$ cat src/rgbfb_pkg.sv
// ----------------------------------------------------------------------------
// rgbfb_pkg
// shared types, codes and constants of the rgb565 alpha blend frame buffer
// ----------------------------------------------------------------------------
package rgbfb_pkg;

    localparam int FB_WIDTH  = 320;
    localparam int FB_HEIGHT = 240;

    localparam logic [31:0] RB_G_MASK    = 32'h07E0_F81F;
    localparam logic [7:0]  ALPHA_OPAQUE = 8'hFF;
    localparam logic [7:0]  ALPHA_CLEAR  = 8'h00;
    localparam logic [15:0] PIX_INIT     = 16'hFFFF;
    localparam logic [15:0] PIX_ZERO     = 16'h0000;

    localparam logic [1:0] OP_DRAW  = 2'd0;
    localparam logic [1:0] OP_READ  = 2'd1;
    localparam logic [1:0] OP_CLEAR = 2'd2;

    localparam logic [2:0] STAT_BLEND   = 3'd0;
    localparam logic [2:0] STAT_OPAQUE  = 3'd1;
    localparam logic [2:0] STAT_SKIP    = 3'd2;
    localparam logic [2:0] STAT_RANGE   = 3'd3;
    localparam logic [2:0] STAT_READ    = 3'd4;
    localparam logic [2:0] STAT_CLEARED = 3'd5;

    typedef struct packed {
        logic [1:0]         op;
        logic signed [15:0] x;
        logic signed [15:0] y;
        logic [23:0]        color;
    } req_t;

    typedef struct packed {
        logic [15:0] pixel;
        logic [2:0]  status;
    } rsp_t;

    typedef struct packed {
        logic wr_en;
        logic rd_en;
    } mem_ctl_t;

    typedef enum logic [2:0] {
        S_INIT,
        S_IDLE,
        S_LOOKUP,
        S_FINISH,
        S_CLEAR
    } fb_state_t;

endpackage

$ cat src/rgbfb_blend.sv
// ----------------------------------------------------------------------------
// rgbfb_blend
// packed green / red-blue blend of one rgb565 pixel with a 6-bit weight
// ----------------------------------------------------------------------------
module rgbfb_blend (
    input  logic [15:0] bg,
    input  logic [15:0] fg,
    input  logic [5:0]  weight,
    output logic [15:0] pixel
);
    import rgbfb_pkg::*;

    logic [31:0] b_spread;
    logic [31:0] f_spread;
    logic [31:0] diff;
    logic [31:0] prod;
    logic [31:0] mix;

    // all arithmetic wraps at 32 bits
    always_comb
    begin
        b_spread = {bg, bg} & RB_G_MASK;
        f_spread = {fg, fg} & RB_G_MASK;
        diff     = f_spread - b_spread;
        prod     = diff * {26'd0, weight};
        mix      = ((prod >> 5) + b_spread) & RB_G_MASK;
        pixel    = mix[31:16] | mix[15:0];
    end

endmodule

$ cat config.mk
export PLATFORM = sky130hd
export DESIGN_NAME = rgbfb_blend
export DESIGN_NICKNAME = d
export VERILOG_FILES = /design/src/rgbfb_pkg.sv /design/src/rgbfb_blend.sv
export SDC_FILE = /design/constraint.sdc
export NUM_CORES = 1
export LEC_CHECK = 0
export ABC_AREA = 1
export BUFFER_PORTS_ARGS = -buffer_cell sky130_fd_sc_hd__clkbuf_2
export CAP_MARGIN = 0
export CORE_ASPECT_RATIO = 1.4
export CORE_MARGIN = 2
export CORE_UTILIZATION = 50
export DETAILED_ROUTE_END_ITERATION = 6
export PLACE_DENSITY_LB_ADDON = 0.08
export SYNTH_ARGS = -nofsm -noshare
export SYNTH_HDL_FRONTEND = slang
export SYNTH_SLANG_ARGS = --single-unit
$ cat constraint.sdc
create_clock -name vclk -period 8.4
set_clock_uncertainty 0.1 [all_clocks]
set_input_delay 0.84 -clock vclk [all_inputs]
set_output_delay 0.84 -clock vclk [all_outputs]
set_load 0.005 [all_outputs]
== Word-level counts from Yosys, hierarchy flattened ==
Index checks and enable logic that the tools add are counted.
Storage, ports and cells
  register bits: 0
  input port bits: 38
  output and inout port bits: 16
  word-level logic and storage cells: 4
Operators by class
  $add $sub $neg: 2
  multiply operators: 1
  bitwise gates (word level): 1
Operator list (number)
  multiplier 32 x 6 -> 32 bit: 1
  subtractor 27 x 27 -> 28 bit: 1
  adder 27 bit: 1
  bitwise OR 11 x 16 -> 16 bit: 1

== Depth between registers and ports, before layout ==
Gate-level depths: netlist of run 1.
  depth in word-level cells: 4
  mapped depth: 40
  mapped depth without buffers: 39

== Least setup slack after synthesis of run 1 ==
OpenSTA, ideal clock, no wires.
  path kind: in2out
  start point: input fg[0]
  end point: output pixel[10]
  data arrival time: 6.980 ns
  data required time: 7.460 ns
  slack: 0.480 ns
  cell stages on the path: 35
  path buffers: 0
  path through: inv_1 -> ha_1 -> fa_1 -> o21ai_1 -> inv_1 -> fa_1 -> o21ai_2 -> a21oi_1 -> nor2_1 -> nor2_1 -> xor2_1 -> nor2_1 -> fa_1 -> fa_1 -> inv_1 -> fa_1 -> inv_1 -> ha_1 -> a21o_1 -> nor2_1 -> nand2_1 -> a21oi_1 -> nand2_2 -> nand2_1 -> nand2_1 -> xor2_1 -> ha_1 -> a21oi_1 -> inv_1 -> a21oi_1 -> o21bai_1 -> a21oi_1 -> a21boi_0 -> nand3_1 -> nand2_1
On the way
  word-level cells in the longest chain between the ends: 4
RTL lines
  from (decl): line rgbfb_blend.sv:7  | input logic [15:0] fg,
  subtractor 27 x 27 -> 28 bit: line rgbfb_blend.sv:24  | diff = f_spread - b_spread;
  multiplier 32 x 6 -> 32 bit: line rgbfb_blend.sv:25  | prod = diff * {26'd0, weight};
  adder 27 bit: line rgbfb_blend.sv:26  | mix = ((prod >> 5) + b_spread) & RB_G_MASK;
  bitwise OR 11 x 16 -> 16 bit: line rgbfb_blend.sv:27  | pixel = mix[31:16] | mix[15:0];
  to (decl): line rgbfb_blend.sv:9  | output logic [15:0] pixel
Every way passes these cells.

== Worst setup path in the final report of run 1 ==
  start point: input bg[0]
  end point: output pixel[8]
On the way
  word-level cells in the longest chain between the ends: 4
RTL lines
  from (decl): line rgbfb_blend.sv:6  | input logic [15:0] bg,
  subtractor 27 x 27 -> 28 bit: line rgbfb_blend.sv:24
  multiplier 32 x 6 -> 32 bit: line rgbfb_blend.sv:25
  adder 27 bit *: line rgbfb_blend.sv:26
  bitwise OR 11 x 16 -> 16 bit *: line rgbfb_blend.sv:27
Mark *: on every way between the ends. The rest lies on a longest branch, timed or not.

==> results of run 1 <==
## final cells by class
cell class                      count  area share
Multi-Input combinational cell    870       0.774
Inverter                          313       0.143
Timing Repair Buffer               78      0.0547
Tap cell                          189      0.0287
## kinds of logic (layout without fill, tap and decap cells)
family / count (synthesis) / after routing / synth area share
buf+inv: 329 / 391 / 0.165
xor+xnor: 36 / 36 / 0.0432
fa+ha+maj: 173 / 173 / 0.400
compound gates: 68 / 68 / 0.0536
simple gates: 593 / 593 / 0.338
## per-layer routing
layer,track usage,wire (µm),part of all wire
met1,0.345,8810,0.45
met2,0.438,9400,0.48
met3,0.00920,604,0.031
met4,0.0617,587,0.030
met5,0,0,0
## per-stage QoR
stage	hold slack [ps]	area [µm²]	setup WS, ps	setup TNS, ps	utilization
3_5_place_dp	1900	8060	-5.22	-5.22	0.555
6_report	1900	8240	365	0	0.568
3_3_place_gp	1900	8060	81.1	0	0.555
5_1_grt	1930	8240	-79.0	-115	0.568
4_1_cts	1900	8060	62.8	0	0.555
2_1_floorplan	1700	7470	480	0	-
## what timing repair did
| action | in CTS | in global routing |
|---|---|---|
| setup endpoints to repair | 1 | 7 |
| resized for setup | 1 | 33 |
| pin swaps | 0 | 10 |
| hold buffers | 0 | 0 |
| setup buffers | 0 | 6 |
## cells in the final DEF, fill, tap and decap left out, types with 8 or more instances in the layout
cell type    n
inv_1      309
nand2_1    287
nor2_1     169
fa_1       107
nand3_1     62
clkbuf_2    54
ha_1        53
a21oi_1     33
xor2_1      24
buf_4       24
nand2_2     22
nor2_2      16
nand4_1     13
a21oi_2     10
ha_2         8
## worst min-delay path by stage
stage	end	slack [ps]	cells after the start
final	pixel[0]	1900	3
after CTS	pixel[0]	1900	3
after detailed placement	pixel[0]	1900	3
after global placement	pixel[0]	1900	3
after floorplan	pixel[0]	1700	1
after global routing	pixel[0]	1930	3
==> summary.md, run 1 <==
| Metric | Value |
|---|---|
| Synthesis-to-layout area growth | 10.2% |
| Buffers on Ports | 54 |
| CP Capture Type | output pin |
| Synth Net Count | 1410 |
| Final Hold Fails | 0 |
| End point of the critical path | pixel[8] |
| Largest net degree at the start of global routing | 23 |
| Hold Startpoint | bg[0] |
| Placed insts | 1444 |
| WP depth | 36 |
| Via count | 7146 |
| Worst path bufs/invs | 8 |
| Yosys top cell area share | 0.295 |
| All-Layer GR Usage | 0.252 |
| Ratio of cells with drive above 1 in the final layout | 0.132 |
| Hold Crit Class | primary input to output pin |
| Min cycle time layout | 8040 ps |
| Sequential cell area | 0 µm² |
| Post-Syn Area | 0.00747 mm² |
| Final Wtd Congestion | 0.905 |
| Filler cell count | 1526 |
| Crit path launch | bg[0] |
| CP Launch Type | primary input |
| Drt wl/cell | 13.4 µm |
| Die area | 0.0160 mm² |
| Gr ovfl total | 0 |
| First-pass GRT wire length | 32400 µm |
| Antenna diode instance count | 0 |
| Netlist cell types | 38 |
| Via density | 4.93 |
| Status | finished clean |
| Worst path required time | 7460 ps |
| Final setup fails | 0 |
| Dpl hpwl | 17300 µm |
| Finished Layout Cells | 1450 |
| Crit-path slowest cell | fa_2 |
| Initial Util | 0.515 |
| Crit path arrival time | 7100 ps |
| Die width | 107 µm |
| Top-count cell post-synth | inv_1 |
| Synth Warn # | 0 |
| Final nets | 1474 |
| Initial DRC Count | 265 |
| Avg Cell Area, Syn | 6.23 µm² |
| Register area share after synthesis | 0 |
| Initial antenna violation count | 0 |
| Slew margin rel. | 0.466 |
| Rows | 52 |
| Critical-path maximum fanout | 5 |
| Sequential cells | 0 |
| Max-cap violations | 0 |
| Slew Viols, Final | 0 |
| Largest stage delay, worst path | 620 ps |
| Vias in the first global route | 6985 |
| Drt first pass iters | 4 |
| Cells after Synth | 1199 |
| Chip height | 149 µm |
| Achievable clock frequency | 124 MHz |
| RSZ-0062 raised after global routing | yes |
| Most common library cells after synthesis | 309 x inv_1, 287 x nand2_1, 173 x nor2_1 |
| Final period util | 0.957 |
| Antenna-violating nets left | 0 |
| Top cell by count, worst path | nand2_1 |
| Yosys top cell by area | fa_1 |
| Critical path class | primary input to output pin |
| Crit-path leading delay family | adder cells |
| Drc violations | 0 |
| Io pins | 54 |
| Multi-input logic area | 0.00637 mm² |
| Least-Margin Pin Slew | 800 ps |
| Top cells by area, synth | fa_1 29%, inv_1 16%, nand2_1 14% |
| CLK BUF | 0 |
| Core area | 0.0145 mm² |
| Routed WL | 19400 µm |
Power of run 1 is left out: the tool's default activity adds up to more than one toggle a clock period on the data nets, which glitch-free logic cannot reach.
==> run 2, diff against run 1 <==
--- a/config.mk
+++ b/config.mk
@@ -6,12 +6,13 @@
 export NUM_CORES = 1
 export LEC_CHECK = 0
 export ABC_AREA = 1
-export BUFFER_PORTS_ARGS = -buffer_cell sky130_fd_sc_hd__clkbuf_2
+export BUFFER_PORTS_ARGS = -buffer_cell sky130_fd_sc_hd__buf_2
 export CAP_MARGIN = 0
 export CORE_ASPECT_RATIO = 1.4
 export CORE_MARGIN = 2
 export CORE_UTILIZATION = 50
 export DETAILED_ROUTE_END_ITERATION = 6
+export GPL_TIMING_DRIVEN = 0
 export PLACE_DENSITY_LB_ADDON = 0.08
 export SYNTH_ARGS = -nofsm -noshare
 export SYNTH_HDL_FRONTEND = slang
==> run 2 against run 1 <==
Utilization grew 0.51 points; critical path depth is the same; flip-flop and latch count is the same; cell count grew 0.21%; non-clock buffer count grew 3; setup slack gained 9.9 ps; wire length grew 1.7%; critical endpoint unchanged; critical path type unchanged; via count grew 0.29%; cell area grew 0.90%.
==> summary.md, run 2 (same netlist as run 1, synthesis figures left out) <==
| Metric | Value |
|---|---|
| Design area | 0.00831 mm² (+0.90%) |
| Crit-path slowest cell | fa_1 |
| Commonest non-fill, non-tap cell in the layout | inv_1 |
| Antenna-violating nets left | 0 (unchanged) |
| Top cell by count, worst path | nand2_1 |
| Final Hold Fails | 0 (unchanged) |
| Ratio of cells with drive above 1 in the final layout | 0.134 (+0.00127) |
| Status | finished clean |
| Via density | 4.93 (about the same) |
| Via count | 7167 (+0.29%) |
| CP Launch Type | primary input |
| Initial antenna violation count | 0 (unchanged) |
| Least-Margin Pin Slew | 665 ps (-135 ps) |
| Synthesis-to-layout area growth | 11.2% |
| CP Capture Type | output pin |
| Hold Startpoint | bg[0] |
| All-Layer GR Usage | 0.255 (+0.00338) |
| First-pass GRT wire length | 32500 µm (about the same) |
| Antenna diode instance count | 0 (unchanged) |
| Vias in the first global route | 6899 (-1.2%) |
| Routed WL | 19700 µm (+1.7%) |
| Io pins | 54 (unchanged) |
| Dpl hpwl | 17300 µm (-0.31%) |
| Slew margin rel. | 0.557 (+0.0906) |
| Crit path arrival time | 7090 ps (about the same) |
| Critical path class | primary input to output pin |
| Most frequent cells in the layout | 308 x inv_1, 284 x nand2_1, 166 x nor2_1 |
| Placed instance area | 0.00797 mm² (-1.1%) |
| Chip height | 149 µm (unchanged) |
| Largest net degree at the start of global routing | 11 (-52%) |
| Die width | 107 µm (unchanged) |
| Max-cap violations | 0 (unchanged) |
| Final Wtd Congestion | 0.872 (-3.5%) |
| Drc violations | 0 (unchanged) |
| Final setup fails | 0 (unchanged) |
| Critical-path maximum fanout | 10 (+5) |
| Sequential cell area | 0 µm² (unchanged) |
| Hold Crit Class | primary input to output pin |
| Achievable clock frequency | 125 MHz (+0.12%) |
| Initial DRC Count | 319 (+20%) |
| Largest stage delay, worst path | 550 ps (-70 ps) |
| Drt first pass iters | 6 (+2) |
| Slew Viols, Final | 0 (unchanged) |
| Buffers on Ports | 52 (-3.7%) |
| Gr ovfl total | 0 (unchanged) |
| Final nets | 1477 (+0.20%) |
| Initial Util | 0.515 (unchanged) |
| Drt wl/cell | 13.6 µm (+1.5%) |
| Pre-CTS WS | -764 ps (-758 ps) |
| Crit path launch | bg[4] |
| Core area | 0.0145 mm² (unchanged) |
| Min cycle time layout | 8030 ps (-9.93 ps) |
| Sequential cells | 0 (unchanged) |
| Setup ws final | 375 ps (+9.93 ps) |
| Worst path required time | 7460 ps (about the same) |
| Die area | 0.0160 mm² (unchanged) |
| CLK BUF | 0 (unchanged) |
| Rows | 52 (unchanged) |
| Final period util | 0.955 (-0.00118) |
## run 2: cell count changes in the layout (fill, tap and decap cells not counted), sizes merged
cell	delta
clkbuf	-40
buf	+43
## run 2: cell type report
cell class	instances	area (µm²)
multi-input combinational	870	6470
fill	1544	6200
inverter	313	1170
timing repair buffer	65	358
tap	189	236
buffer	16	66.3
## run 2: worst paths after layout
kind,to,cells past startpoint
setup / recovery,pixel[8],36
hold / removal,pixel[0],3
## run 2: per-layer routing
metal | GRT usage | routed length, µm | share of wire | vias up
met2 | 0.465 | 9860 | 0.50 | 153
met5 | 0 | 0 | 0 | -
met4 | 0.0468 | 477 | 0.024 | 0
met1 | 0.340 | 8790 | 0.45 | 3336
met3 | 0.00613 | 616 | 0.031 | 23
li1 | - | - | - | 3655
## run 2: what timing repair did
action                                  4_1_cts  5_1_grt
setup buffers                                 6        7
endpoints found under the setup margin        5        8
pin swaps                                     5       11
hold buffers                                  0        0
resized for setup                            14       44
## run 2: worst max-delay path, delay by kind of cell
family | cells | cell delay (ps)
adder cells (fa/ha/maj) | 6 | 2560
AND/OR/NAND/NOR | 12 | 1230
AO/OA/AOI/OAI | 6 | 1080
buffers and inverters | 10 | 930
XOR/XNOR | 2 | 450
## run 2: through the flow
step	std cells	hold WS [ps]	setup TNS (ps)	utilization
2_1_floorplan	1199	1700	0	-
5_1_grt	1453	1930	-13.0	0.573
4_1_cts	1446	1890	0	0.557
3_5_place_dp	1440	1890	-2430	0.549
3_3_place_gp	1440	1890	-2350	0.549
6_report	1453	1890	0	0.573
Power of run 2 is left out for the same reason.
==> run 3, diff against run 2 <==
--- a/config.mk
+++ b/config.mk
@@ -5,9 +5,7 @@
 export SDC_FILE = /design/constraint.sdc
 export NUM_CORES = 1
 export LEC_CHECK = 0
-export ABC_AREA = 1
 export BUFFER_PORTS_ARGS = -buffer_cell sky130_fd_sc_hd__buf_2
-export CAP_MARGIN = 0
 export CORE_ASPECT_RATIO = 1.4
 export CORE_MARGIN = 2
 export CORE_UTILIZATION = 50
==> constraint.sdc (replaced) <==
create_clock -name vclk -period 8.74
set_clock_uncertainty 0.1 [all_clocks]
set_input_delay 0.874 -clock vclk [all_inputs]
set_output_delay 0.874 -clock vclk [all_outputs]
set_load 0.005 [all_outputs]
==> run 3 against run 2 <==
The flow now finishes with violations (setup timing); area after synthesis fell by 13%; setup slack worse by 930 ps; cell area decreased by 7.8%; via count fell by 20%; flip-flop and latch count is the same; critical path type unchanged; highest routed layer unchanged.
==> summary.md, run 3 <==
| Metric | Value |
|---|---|
| Largest stage delay, worst path | 560 ps (about the same) |
| Synth Net Count | 1011 (-28%) |
| Rows | 49 (-5.8%) |
| Ratio of cells with drive above 1 in the final layout | 0.183 (+0.0489) |
| CP Capture Type | output pin |
| Dpl hpwl | 14400 µm (-17%) |
| Routed WL | 17100 µm (-13%) |
| Largest net degree at the start of global routing | 11 (unchanged) |
| CP Launch Type | primary input |
| Most frequent cells in the layout | 163 x inv_1, 108 x fa_1, 86 x and2_1 |
| Final nets | 1100 (-26%) |
| Fin Setup TNS | -2660 ps (-2660 ps) |
| Final core occ | 0.601 (+0.0279) |
| Top-count cell post-synth | inv_1 |
| Failing checks | setup timing |
| Io pins | 54 (unchanged) |
| Netlist cell types | 56 (+47%) |
| RSZ-0062 raised after global routing | yes |
| Critical-path maximum fanout | 4 (-6) |
| Initial antenna violation count | 0 (unchanged) |
| Drt wl/cell | 16.5 µm (+21%) |
| Worst path required time | 7770 ps (+310 ps) |
| Min cycle time layout | 9300 ps |
| Cells after Synth | 800 (-33%) |
| Sequential cell area | 0 µm² (unchanged) |
| Worst path bufs/invs | 6 (-4) |
| Crit path arrival time | 8330 ps (+1240 ps) |
| Filler cell count | 1193 (-23%) |
| Via density | 5.51 (+12%) |
| Post-Syn Area | 0.00650 mm² (-13%) |
| Final Hold Fails | 0 (unchanged) |
| Slew Viols, Final | 0 (unchanged) |
| Slew margin rel. | 0.460 (-0.0972) |
| Cts hold-fix bufs | 0 (unchanged) |
| Worst hold margin | 1950 ps (+53.3 ps) |
| Antenna diode instance count | 0 (unchanged) |
| Vias in the first global route | 6035 (-13%) |
| Finished Layout Cells | 1040 (-28%) |
| All-Layer GR Usage | 0.255 (about the same) |
| Initial DRC Count | 240 (-25%) |
| Antenna-violating nets left | 0 (unchanged) |
| Drt first pass iters | 4 (-2) |
| Most common library cells after synthesis | 170 x inv_1, 110 x fa_1, 90 x and2_1 |
| Achievable clock frequency | 108 MHz |
| CLK BUF | 0 (unchanged) |
| Initial Util | 0.510 (-0.00528) |
| Top cells by area, synth | fa_1 34%, ha_1 12%, inv_1 9.8% |
| Least-Margin Pin Slew | 803 ps (+138 ps) |
| First-pass GRT wire length | 28900 µm (-11%) |
| Buffers on Ports | 54 (+3.8%) |
| Top cell by count, worst path | inv_1 |
| Core area | 0.0128 mm² (-12%) |
| Final Wtd Congestion | 0.906 (+3.8%) |
| Final setup fails | 6 (+6) |
| Via count | 5735 (-20%) |
| Gr ovfl total | 0 (unchanged) |
| Yosys top cell by area | fa_1 |
| Die width | 100 µm (-6.5%) |
| Synthesis-to-layout area growth | 17.8% |
| Yosys top cell area share | 0.339 (+0.0441) |
| Final period util | 1.06 |
| Die area | 0.0139 mm² (-13%) |
| Sequential cells | 0 (unchanged) |
| Register area share after synthesis | 0 (unchanged) |
| Synth Warn # | 0 (unchanged) |
| Max-cap violations | 0 (unchanged) |
| Placed insts | 1007 (-30%) |
| Status | complete, but fails checks |
| Critical path class | primary input to output pin |
| Avg Cell Area, Syn | 8.13 µm² (+30%) |
| Hold Crit Class | primary input to output pin |
| Commonest non-fill, non-tap cell in the layout | inv_1 |
| Chip height | 139 µm (-6.5%) |
| Crit-path slowest cell | fa_1 |
| Crit-path leading delay family | compound AO/OA/AOI/OAI gates |
| Drc violations | 0 (unchanged) |
| Setup ws final | -559 ps (-934 ps) |
==> run 3: cell count changes in the layout (fill, tap and decap cells not counted), sizes merged, moves of 10 or more <==
cell / before / now
inv: 312 / 170
xor2: 27 / 14
nand2: 312 / 55
o21ai: 8 / 21
xnor2: 9 / 34
a21o: 4 / 15
nand3: 69 / 13
and3: 0 / 17
nor2b: 0 / 20
nor2: 185 / 29
o21a: 0 / 10
buf: 67 / 86
nand2b: 0 / 12
and2: 2 / 90
==> run 3: logic make-up (layout without fill, tap and decap cells) <==
family / count (synthesis) / after routing / share of synthesized area
adder cells (fa/ha/maj): 173 / 173 / 0.460
buffers and inverters: 185 / 271 / 0.107
AO/OA/AOI/OAI: 126 / 126 / 0.135
AND/OR/NAND/NOR: 265 / 266 / 0.227
XOR/XNOR: 49 / 49 / 0.0681
multiplexers: 2 / 2 / 0.00308
==> run 3: metal layers <==
metal / GRT usage / routed length [µm]
met2: 0.492 / 9440
met1: 0.309 / 6710
met5: 0 / 0
met3: 0.00403 / 450
met4: 0.0591 / 531
==> run 3: final cells by class <==
cell class	count	area, µm²	area share
timing repair buffer	86	537	0.0701
buffer	15	56.3	0.00735
inverter	170	646	0.0843
multi-input combinational	616	6230	0.813
tap	153	191	0.0250
==> run 3: path summary, 6_finish.rpt <==
kind               from        to  slack (ps)  cells past startpoint
setup / recovery  bg[2]  pixel[9]        -560                     34
hold / removal    bg[0]  pixel[0]        1950                      3
==> run 3: what timing repair did <==
| item | in CTS | in global routing |
|---|---|---|
| setup endpoints to repair | 9 | 10 |
| cloned | 0 | 1 |
| buffers inserted | 14 | 18 |
| resized for setup | 39 | 42 |
| pin swaps | 21 | 48 |
==> run 3: through the flow <==
stage | setup WS, ps | area, µm²
floorplan | -34.4 | 6580
global placement | -1210 | 7040
detailed placement | -1410 | 7040
CTS | -634 | 7320
global route | -891 | 7660
finish | -559 | 7660
Power of run 3 is left out for the same reason.
